## src/rtl/core/sihf_pkg.sv

```systemverilog
// Package for the serial image header framer.
// Holds the status and operation codes, register indexes and shared types.
// No dependencies.
package sihf_pkg;

  // Header layout: three little-endian 32-bit words.
  localparam int unsigned HEADER_BYTES = 12;
  localparam int unsigned HEADER_WORDS = 3;

  // Default largest payload that the receive buffer can take.
  localparam int unsigned PAYLOAD_LIMIT_DEFAULT = 65536;

  // Field widths.
  localparam int unsigned WORD_W   = 32;
  localparam int unsigned SIZE_W   = 17;
  localparam int unsigned INDEX_W  = 8;

  // Register reset values.
  localparam logic [WORD_W-1:0] MAGIC_RESET   = 32'hC0DE_FACE;
  localparam logic [WORD_W-1:0] FLOOR_RESET   = 32'h0020_0000;
  localparam logic [WORD_W-1:0] CEILING_RESET = 32'h0080_0000;
  localparam logic [SIZE_W-1:0] MAX_RESET     = 17'd65536;

  // Register indexes on the configuration channel.
  localparam logic [INDEX_W-1:0] CFG_MAGIC   = 8'd0;
  localparam logic [INDEX_W-1:0] CFG_FLOOR   = 8'd1;
  localparam logic [INDEX_W-1:0] CFG_CEILING = 8'd2;
  localparam logic [INDEX_W-1:0] CFG_MAX     = 8'd3;

  // Operation codes of an input request.
  localparam logic OP_ARM  = 1'b0;
  localparam logic OP_BYTE = 1'b1;

  // Status codes of a result.
  typedef enum logic [3:0] {
    ST_IGNORED     = 4'd0,
    ST_ARMED       = 4'd1,
    ST_HEADER      = 4'd2,
    ST_PAYLOAD     = 4'd3,
    ST_COMPLETE    = 4'd4,
    ST_BAD_MAGIC   = 4'd5,
    ST_TOO_LARGE   = 4'd6,
    ST_BAD_ADDRESS = 4'd7,
    ST_OVERFLOW    = 4'd8
  } status_t;

  // Configuration registers as seen by the engine.
  typedef struct packed {
    logic [WORD_W-1:0] magic_word;
    logic [WORD_W-1:0] address_floor;
    logic [WORD_W-1:0] address_ceiling;
    logic [SIZE_W-1:0] max_payload;
  } cfg_t;

  // One result item.
  typedef struct packed {
    status_t           status;
    logic              write_enable;
    logic [WORD_W-1:0] write_address;
    logic [7:0]        write_data;
    logic [WORD_W-1:0] entry_address;
    logic [SIZE_W-1:0] payload_length;
  } result_t;

endpackage

```

## src/rtl/core/sihf_cfg.sv

```systemverilog
// Configuration register file of the serial image header framer.
// Depends on sihf_pkg for register indexes, reset values and cfg_t.
module sihf_cfg import sihf_pkg::*; (
  input  logic               clk,
  input  logic               rst,
  input  logic               cfg_valid,
  output logic               cfg_ready,
  input  logic [INDEX_W-1:0] cfg_index,
  input  logic [WORD_W-1:0]  cfg_data,
  output cfg_t               cfg
);

  // Writes are always taken; the user must write only while the block is idle, which the block does not enforce.
  assign cfg_ready = 1'b1;

  // Register writes; unknown indexes are dropped.
  always_ff @(posedge clk) begin
    if (rst) begin
      cfg.magic_word      <= MAGIC_RESET;
      cfg.address_floor   <= FLOOR_RESET;
      cfg.address_ceiling <= CEILING_RESET;
      cfg.max_payload     <= MAX_RESET;
    end else if (cfg_valid && cfg_ready) begin
      unique case (cfg_index)
        CFG_MAGIC:   cfg.magic_word      <= cfg_data;
        CFG_FLOOR:   cfg.address_floor   <= cfg_data;
        CFG_CEILING: cfg.address_ceiling <= cfg_data;
        CFG_MAX:     cfg.max_payload     <= cfg_data[SIZE_W-1:0];
        default: ;
      endcase
    end
  end

endmodule

```

## src/rtl/core/sihf_engine.sv

```systemverilog
// Load state and per-byte logic of the serial image header framer.
// Depends on sihf_pkg; computes one result per accepted request.
module sihf_engine import sihf_pkg::*; #(
  parameter int unsigned PAYLOAD_LIMIT = PAYLOAD_LIMIT_DEFAULT
) (
  input  logic       clk,
  input  logic       rst,
  input  logic       advance,
  input  logic       operation,
  input  logic [7:0] data_byte,
  input  cfg_t       cfg,
  output result_t    result
);

  localparam int unsigned CountW = $clog2(HEADER_BYTES + PAYLOAD_LIMIT + 1);
  localparam logic [CountW-1:0] BufferSize  = CountW'(HEADER_BYTES + PAYLOAD_LIMIT);
  localparam logic [CountW-1:0] HeaderCount = CountW'(HEADER_BYTES);
  localparam logic [CountW-1:0] HeaderLast  = CountW'(HEADER_BYTES - 1);

  logic              armed, armed_next;
  logic [CountW-1:0] byte_count, byte_count_next;
  logic [WORD_W-1:0] header_word      [HEADER_WORDS];
  logic [WORD_W-1:0] header_word_next [HEADER_WORDS];
  logic              header_ok, header_ok_next;

  logic [CountW-1:0] offset;
  logic [WORD_W-1:0] offset_ext;
  logic [3:0]        hdr_pos;

  assign offset     = byte_count - HeaderCount;
  assign offset_ext = WORD_W'(offset);
  assign hdr_pos    = byte_count[3:0];

  // Next state and result for the request on the input.
  always_comb begin
    armed_next       = armed;
    byte_count_next  = byte_count;
    header_word_next = header_word;
    header_ok_next   = header_ok;
    result.status        = ST_IGNORED;
    result.write_enable  = 1'b0;
    result.write_address = '0;
    result.write_data    = '0;

    if (operation == OP_ARM) begin
      // Arm clears the load and starts over.
      armed_next      = 1'b1;
      byte_count_next = '0;
      for (int w = 0; w < HEADER_WORDS; w++) begin
        header_word_next[w] = '0;
      end
      header_ok_next = 1'b0;
      result.status  = ST_ARMED;
    end else if (armed) begin
      if (byte_count >= BufferSize) begin
        // Buffer is full: the byte is dropped and the load ends.
        armed_next    = 1'b0;
        result.status = ST_OVERFLOW;
      end else if (byte_count < HeaderCount) begin
        // Header byte goes into its lane of the addressed word.
        for (int w = 0; w < HEADER_WORDS; w++) begin
          if (hdr_pos[3:2] == 2'(w)) begin
            header_word_next[w][{hdr_pos[1:0], 3'b000} +: 8] = data_byte;
          end
        end
        byte_count_next = byte_count + CountW'(1);
        result.status   = ST_HEADER;
        // Last header byte: magic, then size, then address window.
        if (byte_count == HeaderLast) begin
          if (header_word_next[0] != cfg.magic_word) begin
            armed_next    = 1'b0;
            result.status = ST_BAD_MAGIC;
          end else if (header_word_next[2] > WORD_W'(cfg.max_payload)) begin
            armed_next    = 1'b0;
            result.status = ST_TOO_LARGE;
          end else if (header_word_next[1] < cfg.address_floor ||
                       header_word_next[1] > cfg.address_ceiling) begin
            armed_next    = 1'b0;
            result.status = ST_BAD_ADDRESS;
          end else begin
            header_ok_next = 1'b1;
          end
        end
      end else begin
        // Payload byte becomes a memory write while inside the size.
        byte_count_next = byte_count + CountW'(1);
        result.status   = ST_PAYLOAD;
        if (offset_ext < header_word[2]) begin
          result.write_enable  = 1'b1;
          result.write_address = header_word[1] + offset_ext;
          result.write_data    = data_byte;
          if (offset_ext + 32'd1 == header_word[2]) begin
            armed_next    = 1'b0;
            result.status = ST_COMPLETE;
          end
        end
      end
    end

    result.entry_address  = header_ok_next ? header_word_next[1] : '0;
    result.payload_length = header_ok_next ? header_word_next[2][SIZE_W-1:0] : '0;
  end

  // Load state advances once per accepted request.
  always_ff @(posedge clk) begin
    if (rst) begin
      armed      <= 1'b0;
      byte_count <= '0;
      for (int w = 0; w < HEADER_WORDS; w++) begin
        header_word[w] <= '0;
      end
      header_ok  <= 1'b0;
    end else if (advance) begin
      armed       <= armed_next;
      byte_count  <= byte_count_next;
      header_word <= header_word_next;
      header_ok   <= header_ok_next;
    end
  end

endmodule

```

## src/rtl/core/sihf_out_reg.sv

```systemverilog
// Result register of the serial image header framer.
// Depends on sihf_pkg for result_t; holds one result until it is taken.
module sihf_out_reg import sihf_pkg::*; (
  input  logic    clk,
  input  logic    rst,
  input  logic    load,
  input  result_t d,
  output logic    in_ready,
  output logic    out_valid,
  input  logic    out_ready,
  output result_t q
);

  // A new result may enter when the register is empty or being drained.
  assign in_ready = !out_valid || out_ready;

  // Valid flag.
  always_ff @(posedge clk) begin
    if (rst) begin
      out_valid <= 1'b0;
    end else if (load) begin
      out_valid <= 1'b1;
    end else if (out_ready) begin
      out_valid <= 1'b0;
    end
  end

  // Payload needs no reset.
  always_ff @(posedge clk) begin
    if (load) begin
      q <= d;
    end
  end

endmodule

```

## src/rtl/core/serial_image_header_framer.sv

```systemverilog
// Top level of the serial image header framer.
// Depends on sihf_pkg, sihf_cfg, sihf_engine and sihf_out_reg.
//
// Usage: the input stream carries one request per byte. s_axis_tuser selects
// arm (0) or received byte (1); s_axis_tdata carries the byte. After an arm,
// twelve bytes form the header (magic, load address, size, little endian),
// then each payload byte comes out as a memory write request on the output
// stream, with the status code on m_axis_tuser.
// The configuration channel writes magic (0), address floor (1), address
// ceiling (2) and maximum payload (3); it is always ready. The user writes it
// only while no request is in flight; the block does not enforce this.
// The result of an accepted request is registered and shows in the next cycle.
// Throughput: one request per cycle; the per-byte count, header compare and
// address add sit between the input handshake and the result register.
// A stalled receiver holds the result register; s_axis_tready stays high as
// long as that register is empty or is drained in the same cycle.
// Reset: synchronous; the block comes up disarmed with counters and header
// cleared and registers at their defaults, with no clearing pass.
module serial_image_header_framer import sihf_pkg::*; #(
  parameter int unsigned PAYLOAD_LIMIT = PAYLOAD_LIMIT_DEFAULT
) (
  input  logic               clk,
  input  logic               rst,
  input  logic               s_axis_tvalid,
  output logic               s_axis_tready,
  input  logic [7:0]         s_axis_tdata,   // data_byte[7:0]
  input  logic [0:0]         s_axis_tuser,   // operation[0]
  output logic               m_axis_tvalid,
  input  logic               m_axis_tready,
  // write_enable[0], write_address[32:1], write_data[40:33],
  // entry_address[72:41], payload_length[89:73], zero pad[95:90]
  output logic [95:0]        m_axis_tdata,
  output logic [3:0]         m_axis_tuser,   // status[3:0]
  input  logic               cfg_valid,
  output logic               cfg_ready,
  input  logic [INDEX_W-1:0] cfg_index,
  input  logic [WORD_W-1:0]  cfg_data
);

  cfg_t    cfg;
  result_t result;
  result_t held;
  logic    accept;

  assign accept = s_axis_tvalid && s_axis_tready;

  sihf_cfg u_cfg (
    .clk       (clk),
    .rst       (rst),
    .cfg_valid (cfg_valid),
    .cfg_ready (cfg_ready),
    .cfg_index (cfg_index),
    .cfg_data  (cfg_data),
    .cfg       (cfg)
  );

  sihf_engine #(
    .PAYLOAD_LIMIT (PAYLOAD_LIMIT)
  ) u_engine (
    .clk       (clk),
    .rst       (rst),
    .advance   (accept),
    .operation (s_axis_tuser[0]),
    .data_byte (s_axis_tdata),
    .cfg       (cfg),
    .result    (result)
  );

  sihf_out_reg u_out (
    .clk       (clk),
    .rst       (rst),
    .load      (accept),
    .d         (result),
    .in_ready  (s_axis_tready),
    .out_valid (m_axis_tvalid),
    .out_ready (m_axis_tready),
    .q         (held)
  );

  // Pack the result fields onto the output stream.
  assign m_axis_tuser = held.status;
  assign m_axis_tdata = {6'b0, held.payload_length, held.entry_address,
                         held.write_data, held.write_address, held.write_enable};

`ifndef SYNTHESIS
  // An accepted arm request shows up as an armed result in the next cycle.
  a_arm_result: assert property (@(posedge clk) disable iff (rst)
    accept && s_axis_tuser[0] == OP_ARM |=> m_axis_tvalid && m_axis_tuser == ST_ARMED)
    else $error("arm request did not give an armed result");

  // A memory write comes only with a payload or completion status.
  a_write_status: assert property (@(posedge clk) disable iff (rst)
    m_axis_tvalid && m_axis_tdata[0] |->
      m_axis_tuser == ST_PAYLOAD || m_axis_tuser == ST_COMPLETE)
    else $error("write request with a non-payload status");

  // Completion always carries the last payload write.
  a_complete_write: assert property (@(posedge clk) disable iff (rst)
    m_axis_tvalid && m_axis_tuser == ST_COMPLETE |-> m_axis_tdata[0])
    else $error("completion without its payload write");
`endif

endmodule
```

## config.mk

```make
export PLATFORM = sky130hd
export DESIGN_NAME = serial_image_header_framer
export DESIGN_NICKNAME = d
export VERILOG_FILES = /design/src/rtl/core/sihf_pkg.sv /design/src/rtl/core/sihf_cfg.sv /design/src/rtl/core/sihf_engine.sv /design/src/rtl/core/sihf_out_reg.sv /design/src/rtl/core/serial_image_header_framer.sv
export SDC_FILE = /design/constraint.sdc
export NUM_CORES = 1
export LEC_CHECK = 0
export BUFFER_PORTS_ARGS = -buffer_cell sky130_fd_sc_hd__buf_2
export CORE_UTILIZATION = 55
export CTS_CLUSTER_DIAMETER = 120
export CTS_CLUSTER_SIZE = 25
export DETAILED_ROUTE_END_ITERATION = 12
export PLACE_DENSITY = 0.77
export RECOVER_POWER = 100
export SYNTH_ARGS = -nofsm -noshare
export SYNTH_HDL_FRONTEND = slang
export SYNTH_SLANG_ARGS = --single-unit
```

## constraint.sdc

```tcl
create_clock -name clk -period 4.6 [get_ports clk]
set_clock_uncertainty 0.15 [all_clocks]
set_input_delay 0.69 -clock clk [delete_from_list [all_inputs] [get_ports clk]]
set_output_delay 0.69 -clock clk [all_outputs]
set_load 0.1 [all_outputs]
```

==> flow_summary.toml, run 1 <==
[run_status]
status = "finished with violations"
failed_checks = "max-capacitance violations, max-slew violations"

[worst_setup_path]
max_stage_delay_ps = 420
end_kind = "flop"
required_ps = 4810
crit_top_cell = "buf_4"
critical_path_class = "flop to flop"
cp_data_arrival_time_ps = 4730
worstPathMaxFanout = 12
critPathLaunchType = "flop"
cp_cell_sequence = "inv_2 -> buf_4 -> ha_4 -> buf_12 -> nor4bb_2 -> buf_4 -> mux2_4 -> ha_1 -> and4_1 -> and3_4 -> nand2_1 -> or3_1 -> mux2_2 -> a32oi_2 -> buf_4 -> a41o_1 -> nand2_4 -> buf_6 -> nor3_1"
critPathSlowestCell = "or3_1"

[routing]
first_pass_iters = 8
drc = 0
post_drt_via_cell_ratio = 6.09
ant_nets = 0
routedWlPerCell_um = 21.6
drt_iter0_markers = 1879
vias = 17000
wl_mm = 60.4

[floorplan]
core_area_mm2 = 0.0336
die_area_mm2 = 0.0350
die_h_um = 187
num_rows = 67
fp.dieW_um = 187
design.portCount = 157
start_util = 0.561

[yosys]
yosysSeqAreaShare = 0.393
ys_ff_latch = 323
syn-instance-count = 2161
ys_warn_count = 0
syn_avg_cell_area_um2 = 8.72
synth-main-ff-cell = "dfxtp_1"
synth-edff-count = 94
yosysUniqueCellTypes = 91
synthArstFlopShare = 0
syn_area_mm2 = 0.0188

[power_and_ir_drop]
leakage_nw = 8.29
power_density_mw_per_mm2 = 267
ir_drop_v = 0.000293

[timing]
tns_ps = 0
max_clock_freq_ghz = 0.222
finalSetupViolCount = 0
period_needed_ps = 4510
tightest_slew_ps = 2300
whs_ps = 227
report.final.slew_viol_count = 161
finalCritPeriodShare = 0.981
finalHoldViolCount = 0
relSlewSlack = -0.533

[clock_tree]
clock-root-buffer = "clkbuf_16"
cts_tree = "yes"
h-tree-depth = 1
clock_path_buffers = 3
cts.sinks = 323
cts_buffers = 16
insertion_delay_ps = 530
clk_pin_slew_worst_paths_ps = 110

[layout]
nets = 2522
finalNonFillerCells = 2799
drive_gt1_frac = 0.132
area_growth_syn_to_layout_pct = 12.7
final_util = 0.632

[grt]
grt.overflow.total = 0
antenna_found_initial = 0
grt_pass1_wl_mm = 90.9
grt_pass1_vias = 15400
grt_max_degree = 108
grt.total_usage = 0.333

[placed_design]
gp_congestion = 0.960
numPortBuffers = 149
dp_hpwl_mm = 45.5
placed_cells = 2761

[min_path]
hold_path_class = "primary input to flop"

[job]
max_cap_viol_count = 4
[power by group]
group          internal (W)  switching, W
Sequential          0.00298     0.0000381
Combinational      0.000235      0.000765
Clock              0.000707      0.000943
Total               0.00392       0.00175
[worst max-delay path, delay by kind of cell, from the launching register on]
kind / cells / cell delay [ps]
AND/OR/NAND/NOR: 7 / 1340
buffers and inverters: 6 / 920
multiplexers: 2 / 600
adder cells (fa/ha/maj): 2 / 510
AO/OA/AOI/OAI: 2 / 440
flip-flops: 1 / 350
[layout by cell type, fill, tap and decap left out, types with 7 or more instances in the layout]
| master | instances |
|---|---|
| o2111a_1 | 28 |
| xnor2_1 | 77 |
| nand4_1 | 16 |
| nor4_1 | 17 |
| a21boi_0 | 9 |
| nand2_1 | 317 |
| a22oi_1 | 55 |
| a32oi_1 | 10 |
| mux2i_1 | 38 |
| a211oi_1 | 8 |
| ha_1 | 119 |
| o21ai_0 | 51 |
| conb_1 | 7 |
| edfxtp_1 | 94 |
| nand3_1 | 50 |
| o21a_1 | 9 |
| a31oi_1 | 11 |
| dfxtp_1 | 226 |
| mux2_2 | 19 |
| nor2b_1 | 11 |
| nand2b_1 | 37 |
| a41oi_1 | 7 |
| inv_1 | 124 |
| nor2_1 | 205 |
| clkbuf_1 | 111 |
| buf_4 | 127 |
| o211ai_1 | 10 |
| xor2_1 | 27 |
| and2_1 | 14 |
| nand4b_1 | 7 |
| and3_1 | 17 |
| a21oi_1 | 152 |
| a21o_1 | 28 |
| buf_2 | 52 |
| o2111ai_1 | 32 |
| a211oi_2 | 10 |
| nor3_1 | 38 |
| o21ai_1 | 11 |
| clkbuf_16 | 20 |
[metrics by stage]
step / power (W) / worst slack [ps] / instance area, um2
CTS: 0.00565 / -7.73 / 21100
global route: 0.00583 / -42.2 / 21200
detailed placement: 0.00405 / -145 / 20600
floorplan: 0.00378 / 2.07 / 18900
global placement: 0.00404 / -90.3 / 20600
finish: 0.00567 / 87.4 / 21200
[timing repair]
action,4_1_cts,5_1_grt
gates cloned,0,3
buffers inserted,0,9
pin swaps,0,4
hold buffers,0,0
setup endpoints to repair,51,93
gates resized for setup,7,49
[kinds of logic after synthesis]
logic type	count (synthesis)	share of synthesized area
other	2	0.000398
buffers and inverters	265	0.0593
AOI/OAI and AO/OA	468	0.173
and+or+nand+nor	811	0.205
DFF	323	0.393
xor gates and xnor gates	108	0.0528
muxes	59	0.0327
adders and majority gates	125	0.0834
[cells in the mapped netlist, drive strengths merged (38+ instances only)]
master / number / area (um2)
nand2: 323 / 1220
dfxtp: 229 / 4580
nor2: 213 / 845
a21oi: 152 / 764
inv: 128 / 480
ha: 124 / 1550
clkbuf: 94 / 353
edfxtp: 94 / 2820
xnor2: 77 / 674
o21ai: 63 / 319
a22oi: 55 / 413
nand3: 51 / 268
buf: 43 / 284
nor3: 41 / 220
mux2i: 39 / 390
nand2b: 38 / 238
[state kept, by name (all words and copies together), names as in the netlist]
signal / count
u_out.out_valid: 1
u_engine.header_ok: 1
u_engine.armed: 1
u_out.q: 94
u_cfg.cfg: 113
u_engine.byte_count: 17
u_engine.header_word: 96
[path summary, 6_finish.rpt]
path	start	endpoint	slack [ps]	depth (start not counted)
setup / recovery	u_engine.byte_count[1]	u_out.q[41]	90	19
hold / removal	rst	u_engine.header_word[10]	230	2
setup reg to reg	u_engine.byte_count[1]	u_out.q[41]	90	19
hold reg to reg	u_cfg.cfg[80]	u_cfg.cfg[80]	310	2
[layer usage]
layer	GRT usage	up-vias	share of wire
met5	0	-	0
met4	0.0914	0	0.027
met3	0.0321	84	0.086
met2	0.510	887	0.44
met1	0.498	8086	0.45
li1	-	7989	-
[area by class of cell]
class	instances	area (um2)
Fill cell	3009	12400
Inverter	128	485
Clock buffer	25	465
Timing Repair Buffer	296	1790
Antenna cell	1	2.50
Tap cell	448	561
Sequential cell	323	7410
Multi-Input combinational cell	1578	10500
(Power assumes the default switching activity.)
==> run 2: changes to the inputs <==
- ABC_AREA: not set -> 1
- SETUP_SLACK_MARGIN: not set -> 0.3
==> run 2 against run 1 <==
  * The flow still finishes with violations (max-capacitance violations, max-slew violations)
  * First-iteration DRC count up 25%
  * Wire length down 2.7%
  * Highest routed layer is now met5
  * Flip-flop and latch count unchanged
  * Clock power about the same
  * Largest cell class unchanged
==> flow_summary.toml, run 2 <==
[run_status]
status = "finished with violations"
failed_checks = "max-capacitance violations, max-slew violations"

[clock_tree]
clock-root-buffer = "clkbuf_16"
ctsHoldBuffers = 0
cts_tree = "yes"
insertion_delay_ps = 530
cts_buffers = 16
cts.sinks = 323
h-tree-depth = 1
clk_pin_slew_worst_paths_ps = 120
clock_path_buffers = 3

[worst_setup_path]
required_ps = 4730
worstPathMaxFanout = 12
critical_path_class = "flop to flop"
cp_data_arrival_time_ps = 4450
critPathLaunchType = "flop"
r2r-end = "u_out.q[18]"
cp-startpoint = "u_engine.byte_count[1]"
rrSetupSlack_ps = 280
reg2reg_depth = 21
reg2reg_from = "u_engine.byte_count[1]"
end_kind = "flop"

[grt]
grt.total_usage = 0.336
use_met1 = 0.463
busiest_layer = "met2"
grt_pass1_wl_mm = 88.3
grt.overflow.total = 0
grtUsageMet3 = 0.0622
antenna_found_initial = 1
use_met2 = 0.516
grt_max_degree = 195
grt_pass1_vias = 16100

[routing]
vias = 18000
ant_nets = 0
post_drt_via_cell_ratio = 5.80
routedWlPerCell_um = 19.0
first_pass_iters = 6
drt_iter0_markers = 2347
wl_mm = 58.7
drc = 0

[timing]
finalHoldViolCount = 0
relSlewSlack = -0.855
finalCritPeriodShare = 0.938
tns_ps = 0
tightest_slew_ps = 2780
max_clock_freq_ghz = 0.232
period_needed_ps = 4320
rsz0062_at_grt = "no"
whs_ps = 290
finalSetupViolCount = 0
report.final.slew_viol_count = 251

[yosys]
ys_warn_count = 0
syn_area_mm2 = 0.0186
synth_top_area_frac = 0.247
synth-edff-count = 94
synth-main-ff-cell = "dfxtp_1"
syn_avg_cell_area_um2 = 7.27
ys_ff_latch = 323
yosysSeqAreaShare = 0.398
yosys.area.top_type = "dfxtp_1"
yosysUniqueCellTypes = 49
syn-instance-count = 2556
synth_area_leaders = "dfxtp_1, edfxtp_1, nand2_1, a21oi_1, ha_1"
synthArstFlopShare = 0
yosysMostFrequentCell = "nand2_1"
synthTopCellsByCount = "nand2_1, a21oi_1, o21ai_0"

[layout]
final_util = 0.611
sequential_cell_area_mm2 = 0.00741
reg_top3 = "u_cfg.cfg (113), u_engine.header_word (96), u_out.q (94)"
final_cell_area_mm2 = 0.0201
area_growth_syn_to_layout_pct = 8.00
drive_gt1_frac = 0.0588
multi_input_area_mm2 = 0.00955
diodes = 0
final_cell_mix = "nand2_1, a21oi_1, o21ai_0, inv_1, dfxtp_1"
fillers = 3107
regMostFlops = "u_cfg.cfg"
finalNonFillerCells = 3096
largest_register_ffs = 113
nets = 2824
final_common_cell = "nand2_1"

[min_path]
hold-path-endpoint = "u_cfg.cfg[112]"
min_from = "cfg_data[31]"
whs_path_depth = 3
hold_path_class = "primary input to flop"

[placed_design]
placed_cells = 3061
numPortBuffers = 149
dp_hpwl_mm = 44.2
place_area_mm2 = 0.0197
gp_congestion = 1.00

[floorplan]
die_h_um = 186
die_area_mm2 = 0.0345
num_rows = 66
start_util = 0.566
fp.dieW_um = 186
core_area_mm2 = 0.0329
design.portCount = 157

[power_and_ir_drop]
ir_drop_v = 0.000255
leakage_nw = 8.41
power_density_mw_per_mm2 = 294

[job]
max_cap_viol_count = 2
## run 2: worst max path at each step
stage | slack [ps] | endpoint | cells after the start
final | 280 | u_out.q[18] | 21
after global routing | 150 | u_out.q[14] | 21
after CTS | 370 | u_out.q[46] | 19
after detailed placement | 410 | u_out.q[24] | 19
after global placement | 420 | u_out.q[17] | 19
after floorplan | 440 | u_out.q[0] | 5
## run 2: logic make-up (layout without fill, tap and decap cells)
group / after synthesis / after routing / synth area share
buffers and inverters: 423 / 516 / 0.0909
DFF: 323 / 323 / 0.398
adders and majority gates: 125 / 125 / 0.0845
and+or+nand+nor: 955 / 955 / 0.214
AOI/OAI and AO/OA: 683 / 683 / 0.191
xor gates and xnor gates: 45 / 45 / 0.0212
other: 2 / 7 / 0.000404
## run 2: layout make-up
type                       count  area share
clock buffer                  27      0.0236
inverter                     305      0.0580
multi-input combinational   1815       0.476
sequential                   323       0.369
tap                          442      0.0275
timing repair buffer         182      0.0454
timing repair inverter         2    0.000623
## run 2: power by group
group	internal (W)	leakage [nW]	total, W	switching, W
Combinational	0.000270	5.37	0.00116	0.000892
Sequential	0.00301	2.81	0.00307	0.0000680
Clock	0.000713	0.227	0.00166	0.000946
Total	0.00399	8.41	0.00590	0.00191
## run 2: stage by stage
stage	power [W]	worst slack, ps
5_1_grt	0.00611	152
3_5_place_dp	0.00427	409
2_1_floorplan	0.00397	444
3_3_place_gp	0.00426	419
4_1_cts	0.00588	369
6_report	0.00590	284
## run 2: layer usage
layer  part of all wire  routed length (um)
met5            0.00022                  13
met4              0.046                2690
met3               0.10                6120
met2               0.43               25200
met1               0.42               24700
## run 2: critical path: stages (launching register included)
cell and delay, ps:
dfxtp_1 350, inv_1 140, ha_1 250, inv_1 130, nand3_1 130, buf_4 190
nor2_1 390, nand2_1 190, o21ai_0 300, ha_1 360, a21oi_1 160, o21ai_0 100
nand2_1 70, o211ai_1 80, a21oi_1 140, nand2_1 120, nand3_1 150, nor2_2 60
o21ai_4 140, buf_4 160, buf_6 210, nor2_1 80
## run 2: timing repair
item	in CTS	in global routing
setup buffers	0	4
setup endpoints to repair	0	53
gates resized for setup	0	43
